$ cat src/eabd_pkg.sv
// ----------------------------------------------------------------------------
// eabd_pkg
// Widths, reset values, register indexes and helpers of the deinterlacer.
// ----------------------------------------------------------------------------
package eabd_pkg;

    localparam int PIX_W      = 8;   // luma / chroma byte
    localparam int DIFF_W     = 8;   // difference of two halved lumas
    localparam int VAL_W      = 16;  // wrapping decision arithmetic
    localparam int SQ_SHIFT   = 12;
    localparam int SQ_W       = 2;   // (T-B)^2 >> 12 never exceeds 3
    localparam int EDGE_W     = 14;
    localparam int THR_W      = 13;
    localparam int CFG_IDX_W  = 8;
    localparam int CFG_DATA_W = 16;

    localparam logic [EDGE_W-1:0] EDGE_RESET = EDGE_W'(625);
    localparam logic [THR_W-1:0]  THR_RESET  = THR_W'(73);

    typedef enum logic [CFG_IDX_W-1:0] {
        REG_EDGE_DETECT = CFG_IDX_W'(0),
        REG_JAGGIE_THR  = CFG_IDX_W'(1)
    } t_cfg_reg;

    // Candidate output bytes carried down the pipe next to the decision math.
    typedef struct packed {
        logic [PIX_W-1:0] avg_luma;
        logic [PIX_W-1:0] avg_chroma;
        logic [PIX_W-1:0] mid_luma;
        logic [PIX_W-1:0] mid_chroma;
        logic             line_end;
    } t_cand;

    // Round-up average of two bytes.
    function automatic logic [PIX_W-1:0] avg_up(input logic [PIX_W-1:0] a,
                                                input logic [PIX_W-1:0] b);
        logic [PIX_W:0] sum;
        sum = {1'b0, a} + {1'b0, b} + (PIX_W+1)'(1);
        return sum[PIX_W:1];
    endfunction

endpackage

$ cat src/eabd_if.sv
// ----------------------------------------------------------------------------
// eabd_if
// Valid/ready channels of the deinterlacer: pixel in, pixel out, config.
// ----------------------------------------------------------------------------
interface eabd_in_if;
    import eabd_pkg::*;
    logic             valid;
    logic             ready;
    logic [PIX_W-1:0] top_luma;
    logic [PIX_W-1:0] top_chroma;
    logic [PIX_W-1:0] mid_luma;
    logic [PIX_W-1:0] mid_chroma;
    logic [PIX_W-1:0] bottom_luma;
    logic [PIX_W-1:0] bottom_chroma;
    logic             line_end;

    modport source(output valid, top_luma, top_chroma, mid_luma, mid_chroma,
                   bottom_luma, bottom_chroma, line_end, input ready);
    modport sink(input valid, top_luma, top_chroma, mid_luma, mid_chroma,
                 bottom_luma, bottom_chroma, line_end, output ready);
endinterface

interface eabd_out_if;
    import eabd_pkg::*;
    logic             valid;
    logic             ready;
    logic [PIX_W-1:0] out_luma;
    logic [PIX_W-1:0] out_chroma;
    logic             line_end_out;

    modport source(output valid, out_luma, out_chroma, line_end_out, input ready);
    modport sink(input valid, out_luma, out_chroma, line_end_out, output ready);
endinterface

interface eabd_cfg_if;
    import eabd_pkg::*;
    logic                  valid;
    logic                  ready;
    logic [CFG_IDX_W-1:0]  reg_idx;
    logic [CFG_DATA_W-1:0] wdata;

    modport source(output valid, reg_idx, wdata, input ready);
    modport sink(input valid, reg_idx, wdata, output ready);
endinterface

$ cat src/edge_adaptive_bob_deinterlace_core.sv
// ----------------------------------------------------------------------------
// edge_adaptive_bob_deinterlace_core
// Edge-adaptive bob: per 4:2:2 pixel, replace the middle line's bytes with
// the top/bottom round-up average when the luma shape looks like a jaggy.
// ----------------------------------------------------------------------------
//  channel  | dir | transaction carries
//  ---------+-----+-----------------------------------------------------------
//  i_pix    | in  | top/mid/bottom luma+chroma bytes, line_end
//  o_pix    | out | out_luma, out_chroma, line_end_out
//  i_cfg    | in  | reg_idx (0 edge_detect, 1 jaggie_threshold), wdata
//
//  One pixel per clock sustained while o_pix is not stalled. Four register
//  stages lie between an input transaction and o_pix.valid: diffs, 8x8
//  products, weight multiply, compare/select into the output register.
//  Each stage loads when it is empty or its content moves on, so a stall on
//  o_pix only backs up the pipe; nothing is dropped or repeated.
//  Synchronous active-low reset clears stage valids and reloads the two
//  config registers (625, 73). Config writes are always accepted.
// ----------------------------------------------------------------------------
module edge_adaptive_bob_deinterlace_core (
    input  logic  i_clk,
    input  logic  i_rst_n,
    eabd_in_if.sink    i_pix,
    eabd_out_if.source o_pix,
    eabd_cfg_if.sink   i_cfg
);
    import eabd_pkg::*;

    // ---------------- config registers ----------------
    logic [EDGE_W-1:0] r_edge;
    logic [THR_W-1:0]  r_thr;

    assign i_cfg.ready = 1'b1;

    always_ff @(posedge i_clk) begin
        if (!i_rst_n) begin
            r_edge <= EDGE_RESET;
            r_thr  <= THR_RESET;
        end else if (i_cfg.valid) begin
            // only the low bits of each register survive; unknown indexes drop
            if (i_cfg.reg_idx == REG_EDGE_DETECT) begin
                r_edge <= i_cfg.wdata[EDGE_W-1:0];
            end
            if (i_cfg.reg_idx == REG_JAGGIE_THR) begin
                r_thr <= i_cfg.wdata[THR_W-1:0];
            end
        end
    end

    // ---------------- stage flow control ----------------
    // r_vld[k] flags stage k+1. adv[k]: stage k+1 may load this cycle.
    logic [3:0] r_vld;
    logic [3:0] adv;

    assign adv[3] = !r_vld[3] || o_pix.ready;
    assign adv[2] = !r_vld[2] || adv[3];
    assign adv[1] = !r_vld[1] || adv[2];
    assign adv[0] = !r_vld[0] || adv[1];

    assign i_pix.ready = adv[0];

    always_ff @(posedge i_clk) begin
        if (!i_rst_n) begin
            r_vld <= '0;
        end else begin
            if (adv[0]) r_vld[0] <= i_pix.valid;
            if (adv[1]) r_vld[1] <= r_vld[0];
            if (adv[2]) r_vld[2] <= r_vld[1];
            if (adv[3]) r_vld[3] <= r_vld[2];
        end
    end

    // ---------------- stage 1: halved lumas, differences ----------------
    // Halved lumas fit 7 bits, so 8-bit signed differences are exact and
    // sign-extend to the wrapped 16-bit values.
    logic [DIFF_W-1:0]        n_t, n_m, n_b;
    logic signed [DIFF_W-1:0] r_d1, r_d2, r_dtb;
    t_cand                    n_cand1, r_cand1;

    always_comb begin
        n_t = {1'b0, i_pix.top_luma[PIX_W-1:1]};
        n_m = {1'b0, i_pix.mid_luma[PIX_W-1:1]};
        n_b = {1'b0, i_pix.bottom_luma[PIX_W-1:1]};
        n_cand1.avg_luma   = avg_up(i_pix.top_luma, i_pix.bottom_luma);
        n_cand1.avg_chroma = avg_up(i_pix.top_chroma, i_pix.bottom_chroma);
        n_cand1.mid_luma   = i_pix.mid_luma;
        n_cand1.mid_chroma = i_pix.mid_chroma;
        n_cand1.line_end   = i_pix.line_end;
    end

    always_ff @(posedge i_clk) begin
        if (adv[0]) begin
            r_d1    <= $signed(n_t - n_m);
            r_d2    <= $signed(n_b - n_m);
            r_dtb   <= $signed(n_t - n_b);
            r_cand1 <= n_cand1;
        end
    end

    // ---------------- stage 2: products ----------------
    logic signed [VAL_W-1:0] n_prod, r_prod2;
    logic signed [VAL_W-1:0] n_sqr;
    logic [SQ_W-1:0]         r_sq;
    t_cand                   r_cand2;

    always_comb begin
        n_prod = VAL_W'(r_d1) * VAL_W'(r_d2);
        n_sqr  = VAL_W'(r_dtb) * VAL_W'(r_dtb);   // at most 127^2, non-negative
    end

    always_ff @(posedge i_clk) begin
        if (adv[1]) begin
            r_prod2 <= n_prod;
            r_sq    <= n_sqr[SQ_SHIFT+SQ_W-1:SQ_SHIFT];
            r_cand2 <= r_cand1;
        end
    end

    // ---------------- stage 3: edge weighting ----------------
    logic [VAL_W-1:0]        n_weight, r_weight;
    logic signed [VAL_W-1:0] r_prod3;
    t_cand                   r_cand3;

    always_comb begin
        n_weight = VAL_W'({{(VAL_W-SQ_W){1'b0}}, r_sq} * {{(VAL_W-EDGE_W){1'b0}}, r_edge});
    end

    always_ff @(posedge i_clk) begin
        if (adv[2]) begin
            r_weight <= n_weight;
            r_prod3  <= r_prod2;
            r_cand3  <= r_cand2;
        end
    end

    // ---------------- stage 4: decide, select, output register ----------------
    logic [VAL_W-1:0] n_v;
    logic             n_repl;
    logic [PIX_W-1:0] r_luma, r_chroma;
    logic             r_le;

    always_comb begin
        n_v    = $unsigned(r_prod3) - r_weight;   // wraps mod 2^16
        n_repl = $signed(n_v) > $signed({{(VAL_W-THR_W){1'b0}}, r_thr});
    end

    always_ff @(posedge i_clk) begin
        if (adv[3]) begin
            r_luma   <= n_repl ? r_cand3.avg_luma   : r_cand3.mid_luma;
            r_chroma <= n_repl ? r_cand3.avg_chroma : r_cand3.mid_chroma;
            r_le     <= r_cand3.line_end;
        end
    end

    assign o_pix.valid        = r_vld[3];
    assign o_pix.out_luma     = r_luma;
    assign o_pix.out_chroma   = r_chroma;
    assign o_pix.line_end_out = r_le;

endmodule

$ cat src/flat_wrapper.sv
// flat-port wrapper written by rule: the top's interface ports become plain ports
module edge_adaptive_bob_deinterlace_core_flat import eabd_pkg::*;
  (i_clk, i_rst_n, i_pix_valid, i_pix_top_luma, i_pix_top_chroma, i_pix_mid_luma, i_pix_mid_chroma, i_pix_bottom_luma, i_pix_bottom_chroma, i_pix_line_end, i_pix_ready, o_pix_valid, o_pix_out_luma, o_pix_out_chroma, o_pix_line_end_out, o_pix_ready, i_cfg_valid, i_cfg_reg_idx, i_cfg_wdata, i_cfg_ready);
  eabd_in_if i_pix_i ();
  eabd_out_if o_pix_i ();
  eabd_cfg_if i_cfg_i ();
  input  logic i_clk;
  input  logic i_rst_n;
  input wire logic [$bits(i_pix_i.valid)-1:0] i_pix_valid;
  input wire logic [$bits(i_pix_i.top_luma)-1:0] i_pix_top_luma;
  input wire logic [$bits(i_pix_i.top_chroma)-1:0] i_pix_top_chroma;
  input wire logic [$bits(i_pix_i.mid_luma)-1:0] i_pix_mid_luma;
  input wire logic [$bits(i_pix_i.mid_chroma)-1:0] i_pix_mid_chroma;
  input wire logic [$bits(i_pix_i.bottom_luma)-1:0] i_pix_bottom_luma;
  input wire logic [$bits(i_pix_i.bottom_chroma)-1:0] i_pix_bottom_chroma;
  input wire logic [$bits(i_pix_i.line_end)-1:0] i_pix_line_end;
  output wire logic [$bits(i_pix_i.ready)-1:0] i_pix_ready;
  output wire logic [$bits(o_pix_i.valid)-1:0] o_pix_valid;
  output wire logic [$bits(o_pix_i.out_luma)-1:0] o_pix_out_luma;
  output wire logic [$bits(o_pix_i.out_chroma)-1:0] o_pix_out_chroma;
  output wire logic [$bits(o_pix_i.line_end_out)-1:0] o_pix_line_end_out;
  input wire logic [$bits(o_pix_i.ready)-1:0] o_pix_ready;
  input wire logic [$bits(i_cfg_i.valid)-1:0] i_cfg_valid;
  input wire logic [$bits(i_cfg_i.reg_idx)-1:0] i_cfg_reg_idx;
  input wire logic [$bits(i_cfg_i.wdata)-1:0] i_cfg_wdata;
  output wire logic [$bits(i_cfg_i.ready)-1:0] i_cfg_ready;
  assign i_pix_i.valid = i_pix_valid;
  assign i_pix_i.top_luma = i_pix_top_luma;
  assign i_pix_i.top_chroma = i_pix_top_chroma;
  assign i_pix_i.mid_luma = i_pix_mid_luma;
  assign i_pix_i.mid_chroma = i_pix_mid_chroma;
  assign i_pix_i.bottom_luma = i_pix_bottom_luma;
  assign i_pix_i.bottom_chroma = i_pix_bottom_chroma;
  assign i_pix_i.line_end = i_pix_line_end;
  assign i_pix_ready = i_pix_i.ready;
  assign o_pix_valid = o_pix_i.valid;
  assign o_pix_out_luma = o_pix_i.out_luma;
  assign o_pix_out_chroma = o_pix_i.out_chroma;
  assign o_pix_line_end_out = o_pix_i.line_end_out;
  assign o_pix_i.ready = o_pix_ready;
  assign i_cfg_i.valid = i_cfg_valid;
  assign i_cfg_i.reg_idx = i_cfg_reg_idx;
  assign i_cfg_i.wdata = i_cfg_wdata;
  assign i_cfg_ready = i_cfg_i.ready;
  edge_adaptive_bob_deinterlace_core u_core (.i_clk(i_clk), .i_rst_n(i_rst_n), .i_pix(i_pix_i), .o_pix(o_pix_i), .i_cfg(i_cfg_i));
endmodule
$ cat config.mk
export PLATFORM = sky130hd
export DESIGN_NAME = edge_adaptive_bob_deinterlace_core_flat
export DESIGN_NICKNAME = d
export VERILOG_FILES = /design/src/eabd_pkg.sv /design/src/eabd_if.sv /design/src/edge_adaptive_bob_deinterlace_core.sv /design/src/flat_wrapper.sv
export SDC_FILE = /design/constraint.sdc
export NUM_CORES = 1
export LEC_CHECK = 0
export ABC_AREA = 1
export ABC_CLOCK_PERIOD_IN_PS = 6800
export BUFFER_PORTS_ARGS = -buffer_cell sky130_fd_sc_hd__buf_2
export CORE_MARGIN = 1
export CORE_UTILIZATION = 50
export DETAILED_ROUTE_END_ITERATION = 6
export PLACE_DENSITY = 0.69
export REMOVE_ABC_BUFFERS = 1
export SLEW_MARGIN = 25
export SYNTH_ARGS = -nofsm -noshare
export SYNTH_HDL_FRONTEND = slang
export SYNTH_SLANG_ARGS = --single-unit
$ cat constraint.sdc
create_clock -name i_clk -period 6.8 [get_ports i_clk]
set_input_delay 0.68 -clock i_clk [delete_from_list [all_inputs] [get_ports i_clk]]
set_output_delay 0.68 -clock i_clk [all_outputs]
set_load 0.01 [all_outputs]
==> impl_metrics.csv, run 1 <==
group,metric,value,unit
cells_and_area,n_antenna_cell,0,
cells_and_area,drive_gt1_share,9.69,%
placed_design,placed_cells,1922,
outcome,outcome,"completed",
yosys,async_flop_share,0,%
placed_design,place_area,0.0154,mm2
yosys,synth_top_area_cell,"edfxtp_1",
worst_setup_path,cp_top_family,"adder cells",
grt,met3_usage,2.33,%
clocking,cts_sinks,221,
yosys,yosysSeqAreaShare,43.2,%
worst_setup_path,slowest_stage,"fa_1",
routing,drt-pass1-iter-count,5,
cells_and_area,final_cells,1963,
floorplanning,ioPinCount,98,
worst_setup_path,cp_num_buf_inv,5,
floorplanning,rows,62,
grt,use_met1,23.0,%
yosys,netlist_area,0.0146,mm2
routing,ant_nets,0,
floorplanning,core,0.0288,mm2
worst_setup_path,critPathRequiredTime,7.06,ns
worst_setup_path,crit_chain,"nand2_1, inv_1, fa_1, inv_1, fa_1, inv_1, fa_1, inv_1, fa_1, inv_1, ha_1, a21oi_1, o21ai_0, nand2_1, nand2_1, nand2_1, a21boi_0, o21ai_0, nand2_1, xor2_1",
worst_setup_path,regToRegEndpoint,"u_core.r_prod2[12]$_DFFE_PP_",
worst_setup_path,startpoint,"u_core.r_d2[1]$_DFFE_PP_",
yosys,synth_compound_area_share,6.10,%
grt,grt_pass1_wl,43900,um
floorplanning,start_util,50.8,%
floorplanning,fp.dieW,173,um
timing,worst_pin_slew,0.824,ns
worst_setup_path,cp.arrival,4.89,ns
grt,grt_pass1_vias,9498,
grt,track_usage,17.8,%
yosys,synth_cells,1479,
grt,grtUsageMet2,31.7,%
yosys,ys_top_cells_by_area,"edfxtp_1, fa_1, ha_1, inv_1, nand2_1",
yosys,synth_xor_area_share,4.61,%
worst_setup_path,r2r-start,"u_core.r_d2[1]$_DFFE_PP_",
worst_hold_path,hold_depth,1,
yosys,yosysWarnings,0,
clocking,postCtsSetupBuffers,0,
yosys,yosysTopAreaCellShare,39.0,%
routing,routedWlPerCell,13.3,um
timing,rsz0062_at_grt,"false",
routing,post-route-drc-count,0,
clocking,ctsHoldBuffers,0,
worst_hold_path,hold_end,"u_core.r_cand1[7]$_DFFE_PP_",
timing,setup_viol,0,
timing,fin_skew,0.0179,ns
worst_setup_path,crit_fanout,8,
yosys,avgSynthCellArea,9.89,um2
timing,setup_tns,0,ns
yosys,synthFlopType,"edfxtp_1",
clocking,tritoncts,"built",
timing,period_minus_slack,4.63,ns
yosys,ys_seq_elements,221,
routing,drt-total-wl,26100,um
job,max_cap_viol_count,0,
yosys,synth.distinct_cells,42,
timing,fin_crit_sh,68.1,%
timing,max_slew_margin,45.1,%
yosys,synth_top_family_by_area,"adder cells",
clocking,cts_buffers,23,
clocking,cts_resized,0,
timing,hold_viol,0,
clocking,clock_path_buffers,3,
yosys,synth_edf_count,190,
placed_design,dp_hpwl,20100,um
worst_setup_path,startpoint_type,"flip-flop",
floorplanning,die_h,173,um
grt,grt.overflow.total,0,
grt,grt_max_degree,67,
clocking,insertion_delay,0.51,ns
worst_setup_path,critical_path.endpoint_type,"flip-flop",
yosys,synthAdderAreaFrac,24.5,%
cells_and_area,areaGrowthSynthToFinish,11.7,%
cells_and_area,final_nets,1867,
worst_hold_path,holdCritStartpoint,"i_pix_mid_chroma[6]",
timing,fmaxAchievable,216,MHz
worst_setup_path,r2r_cells,20,
yosys,synthSimpleGateAreaFrac,11.4,%
routing,via_per_inst,4.87,
cells_and_area,final_cell_mix,"inv_1, nand2_1, edfxtp_1",
timing,maxSlewViolCount,0,
worst_setup_path,r2r_slack,2.17,ns
grt,antenna_found_initial,0,
routing,route.vias.total,9563,
clocking,cts_root_buf,"clkbuf_16",
clocking,clk_pin_slew_worst_paths,0.06,ns
routing,first_iter_violations,507,
placed_design,globalplace.congestion,0.866,
cells_and_area,final_common_cell,"inv_1",
clocking,cts_max_level,1,
grt,grt_busiest_layer,"met2",
worst_hold_path,hold_class,"primary input to flip-flop",
yosys,muxShareOfSynthArea,0,%
worst_setup_path,crit_type,"flip-flop to flip-flop",
cells_and_area,final_cell_area,0.0163,mm2
worst_setup_path,cp_slowest_stage_delay,0.53,ns
floorplanning,dieArea,0.0299,mm2
placed_design,numPortBuffers,94,
final cells by class:
| cell class | count | area, um2 |
|---|---|---|
| sequential | 221 | 6330 |
| clock inverter | 17 | 315 |
| tap | 384 | 480 |
| inverter | 353 | 1330 |
| clock buffer | 24 | 579 |
| fill | 2463 | 12400 |
| timing repair buffer | 96 | 485 |
| multi-input combinational | 868 | 6820 |
cell usage after synthesis (all sizes together) (2+ instances only):
cell and count:
nor4 2, nand2 277, dfxtp 31, nand4 4, o31ai 3, buf 7
fa 100, inv 353, o211ai 2, nand3 49, o21ai 46, nor2 61
o21a 3, a21oi 83, or2 2, nor3 7, a21o 4, xnor2 24
edfxtp 190, ha 126, xor2 53, clkbuf 30, a31oi 4, o21bai 11
per-stage QoR:
| stage | setup slack (ns) | utilization, % | hold slack (ns) |
|---|---|---|---|
| detailed placement | 2.23 | 53.6 | 0.405 |
| CTS | 2.19 | 56.8 | 0.317 |
| finish | 2.17 | 56.8 | 0.340 |
| floorplan | 2.07 | - | 0.400 |
| global route | 1.90 | 56.8 | 0.318 |
| global placement | 2.29 | 53.6 | 0.400 |
how the worst max path moves through the flow:
stage / endpoint / slack, ns / cells after the start
3_3_place_gp: u_core.r_prod2[12]$_DFFE_PP_ / 2.29 / 20
3_5_place_dp: u_core.r_prod2[12]$_DFFE_PP_ / 2.23 / 20
5_1_grt: u_core.r_prod2[12]$_DFFE_PP_ / 1.90 / 20
6_report: u_core.r_prod2[12]$_DFFE_PP_ / 2.17 / 20
2_1_floorplan: i_pix_ready / 2.07 / 6
4_1_cts: u_core.r_prod2[12]$_DFFE_PP_ / 2.19 / 20
state kept, by name, indices dropped and copies added, names as in the netlist:
register	flops
u_core.o_pix.line_end_out	1
u_core.r_cand1	33
u_core.r_cand2	33
u_core.r_sq	2
u_core.o_pix.out_luma	8
u_core.r_prod2	16
u_core.r_d1	8
u_core.r_dtb	8
u_core.r_d2	8
u_core.r_prod3	16
u_core.r_vld	4
u_core.r_thr	13
u_core.r_weight	16
u_core.o_pix.out_chroma	8
u_core.r_edge	14
u_core.r_cand3	33
cells by family (layout without fill, tap and decap cells):
group | Yosys count | count (layout)
simple gates | 403 | 403
buf+inv | 390 | 490
xor+xnor | 77 | 77
other cells | 1 | 1
fa+ha+maj | 226 | 226
flops | 221 | 221
compound gates | 161 | 161
metal layers:
metal	part of all wire, %	wire, um	vias to the layer above
li1	-	-	4815
met1	44	11600	4532
met3	3.5	908	36
met4	2.1	556	0
met2	50	13100	180
met5	0	0	-
Power of run 1 is not shown: default switching activity piles up to over one toggle a cycle in this logic, so the estimate is an artifact.
==> run 2: changes to the inputs <==
--- a/config.mk
+++ b/config.mk
@@ -6,7 +6,7 @@
 export NUM_CORES = 1
 export LEC_CHECK = 0
 export ABC_AREA = 1
-export ABC_CLOCK_PERIOD_IN_PS = 6800
+export ABC_CLOCK_PERIOD_IN_PS = 4640
 export BUFFER_PORTS_ARGS = -buffer_cell sky130_fd_sc_hd__buf_2
 export CORE_MARGIN = 1
 export CORE_UTILIZATION = 50
==> constraint.sdc (replaced) <==
create_clock -name i_clk -period 4.64 [get_ports i_clk]
set_input_delay 0.464 -clock i_clk [delete_from_list [all_inputs] [get_ports i_clk]]
set_output_delay 0.464 -clock i_clk [all_outputs]
set_load 0.01 [all_outputs]
==> run 2 against run 1 <==
  * Cell count is 1.1% higher
  * Clock-buffer cell count grew 7
  * Wire length is essentially flat
  * Sequential share of layout area is 0.11 points higher
  * Fmax rose by 5.2%
  * Core utilization decreased by 0.17 points
  * Final area fell by 0.29%
  * Sequential cell count unchanged
  * Hold slack lost 0.23 ns
  * First-iteration DRC count fell by 15%
  * Worst setup slack lost 1.9 ns
  * Critical endpoint unchanged
==> impl_metrics.csv, run 2 (synthesis results as in run 1) <==
group,metric,value,unit
outcome,outcome,"completed",
floorplanning,ioPinCount,98,
cells_and_area,final_nets,1887,
grt,antenna_found_initial,0,
timing,hold_viol,0,
placed_design,placed_cells,1938,
clocking,clock_path_buffers,3,
clocking,insertion_delay,0.53,ns
worst_setup_path,slowest_stage,"fa_1",
placed_design,dp_hpwl,20300,um
timing,setup_viol,0,
timing,period_minus_slack,4.40,ns
clocking,tritoncts,"built",
floorplanning,fp.dieW,173,um
worst_setup_path,cp.arrival,4.67,ns
placed_design,globalplace.congestion,0.870,
floorplanning,start_util,50.8,%
cells_and_area,nFillCells,2518,
cells_and_area,final_common_cell,"inv_1",
grt,grt_pass1_vias,9601,
cells_and_area,areaGrowthSynthToFinish,11.3,%
placed_design,numPortBuffers,94,
worst_setup_path,crit_chain,"inv_1, or2_2, fa_1, fa_1, inv_1, fa_1, inv_1, fa_1, inv_1, ha_1, nand2_1, o21ai_1, nand2_1, nand2_1, nand2_1, a21boi_0, o21ai_0, nand2_1, xor2_1",
worst_setup_path,crit_fanout,5,
timing,fin_crit_sh,94.9,%
floorplanning,core,0.0288,mm2
worst_setup_path,startpoint_type,"flip-flop",
clocking,clk_pin_slew_worst_paths,0.06,ns
timing,fin_skew,0.0330,ns
routing,routedWlPerCell,13.2,um
routing,drt-pass1-iter-count,5,
grt,grt.overflow.total,0,
cells_and_area,reg.largest.list,"u_core.r_cand1 (33), u_core.r_cand2 (33), u_core.r_cand3 (33)",
timing,rsz0062_at_grt,"false",
cells_and_area,utilization,56.6,%
routing,post-route-drc-count,0,
routing,drt-total-wl,26100,um
timing,fmaxAchievable,227,MHz
routing,ant_nets,0,
timing,setup_tns,0,ns
worst_setup_path,cp_top_family,"adder cells",
grt,track_usage,17.8,%
cells_and_area,n_antenna_cell,0,
grt,grt_pass1_wl,43800,um
placed_design,place_area,0.0156,mm2
cells_and_area,final_cell_mix,"inv_1, nand2_1, edfxtp_1",
worst_hold_path,hold_class,"primary input to flip-flop",
floorplanning,rows,62,
worst_setup_path,critPathRequiredTime,4.91,ns
timing,max_slew_margin,45.4,%
routing,route.vias.total,9607,
worst_setup_path,crit_type,"flip-flop to flip-flop",
clocking,cts_root_buf,"clkbuf_16",
worst_setup_path,critical_path.endpoint_type,"flip-flop",
floorplanning,die_h,173,um
timing,maxSlewViolCount,0,
worst_setup_path,cpMostUsedCell,"nand2_1",
floorplanning,dieArea,0.0299,mm2
clocking,cts_max_level,1,
routing,first_iter_violations,430,
job,max_cap_viol_count,0,
worst_setup_path,cp_slowest_stage_delay,0.50,ns
routing,via_per_inst,4.84,
cells_and_area,final_cell_area,0.0163,mm2
clocking,cts_buffers,24,
grt,grt_max_degree,67,
worst_setup_path,cp_num_buf_inv,4,
cells_and_area,final_cells,1984,
timing,worst_pin_slew,0.819,ns
clocking,cts_sinks,221,
cells_and_area,drive_gt1_share,10.5,%
-- run 2: worst paths after layout --
check	from	endpoint	slack, ns	depth (start not counted)
max	u_core.r_d2[7]$_DFFE_PP_	u_core.r_prod2[12]$_DFFE_PP_	0.24	19
max reg2reg	u_core.r_d2[7]$_DFFE_PP_	u_core.r_prod2[12]$_DFFE_PP_	0.24	19
min	i_pix_line_end	u_core.r_cand1[0]$_DFFE_PP_	0.11	1
min reg2reg	u_core.r_cand1[21]$_DFFE_PP_	u_core.r_cand2[21]$_DFFE_PP_	0.39	0
-- run 2: worst reg2reg max path: cells and delay by family (launching register included) --
family	cells	cell delay (ns)
flip-flops	1	0.37
adder cells (fa/ha/maj)	5	2.28
AO/OA/AOI/OAI	3	0.54
AND/OR/NAND/NOR	6	0.71
buffers and inverters	4	0.20
XOR/XNOR	1	0.06
-- run 2: stage by stage --
step | setup WS [ns] | hold WS (ns)
6_report | 0.238 | 0.109
3_5_place_dp | 0.202 | 0.405
5_1_grt | 0.0300 | 0.0881
2_1_floorplan | 0.340 | 0.400
3_3_place_gp | 0.273 | 0.400
4_1_cts | 0.183 | 0.0840
-- run 2: area by class of cell --
class,count,area [um2],share of cell area [%]
Multi-Input combinational cell,868,6820,41.9
Sequential cell,221,6330,38.8
Inverter,353,1330,8.15
Timing Repair Buffer,115,628,3.86
Clock buffer,31,627,3.85
Tap cell,384,480,2.95
Clock inverter,12,73.8,0.453
-- run 2: per-layer routing --
metal	global-route usage, %	share of wire, %	vias up
met5	0	0	-
li1	-	-	4853
met4	4.57	2.1	0
met2	32.5	50	165
met1	22.2	45	4548
met3	2.20	3.2	41
-- run 2: what timing repair did --
action / in CTS / in global routing
hold buffers: 0 / 0
endpoints found under the hold margin: 0 / 0
buffers inserted: 0 / 3
gates resized for setup: 0 / 2
setup endpoints to repair: 0 / 2
Power of run 2 is left out for the same reason.
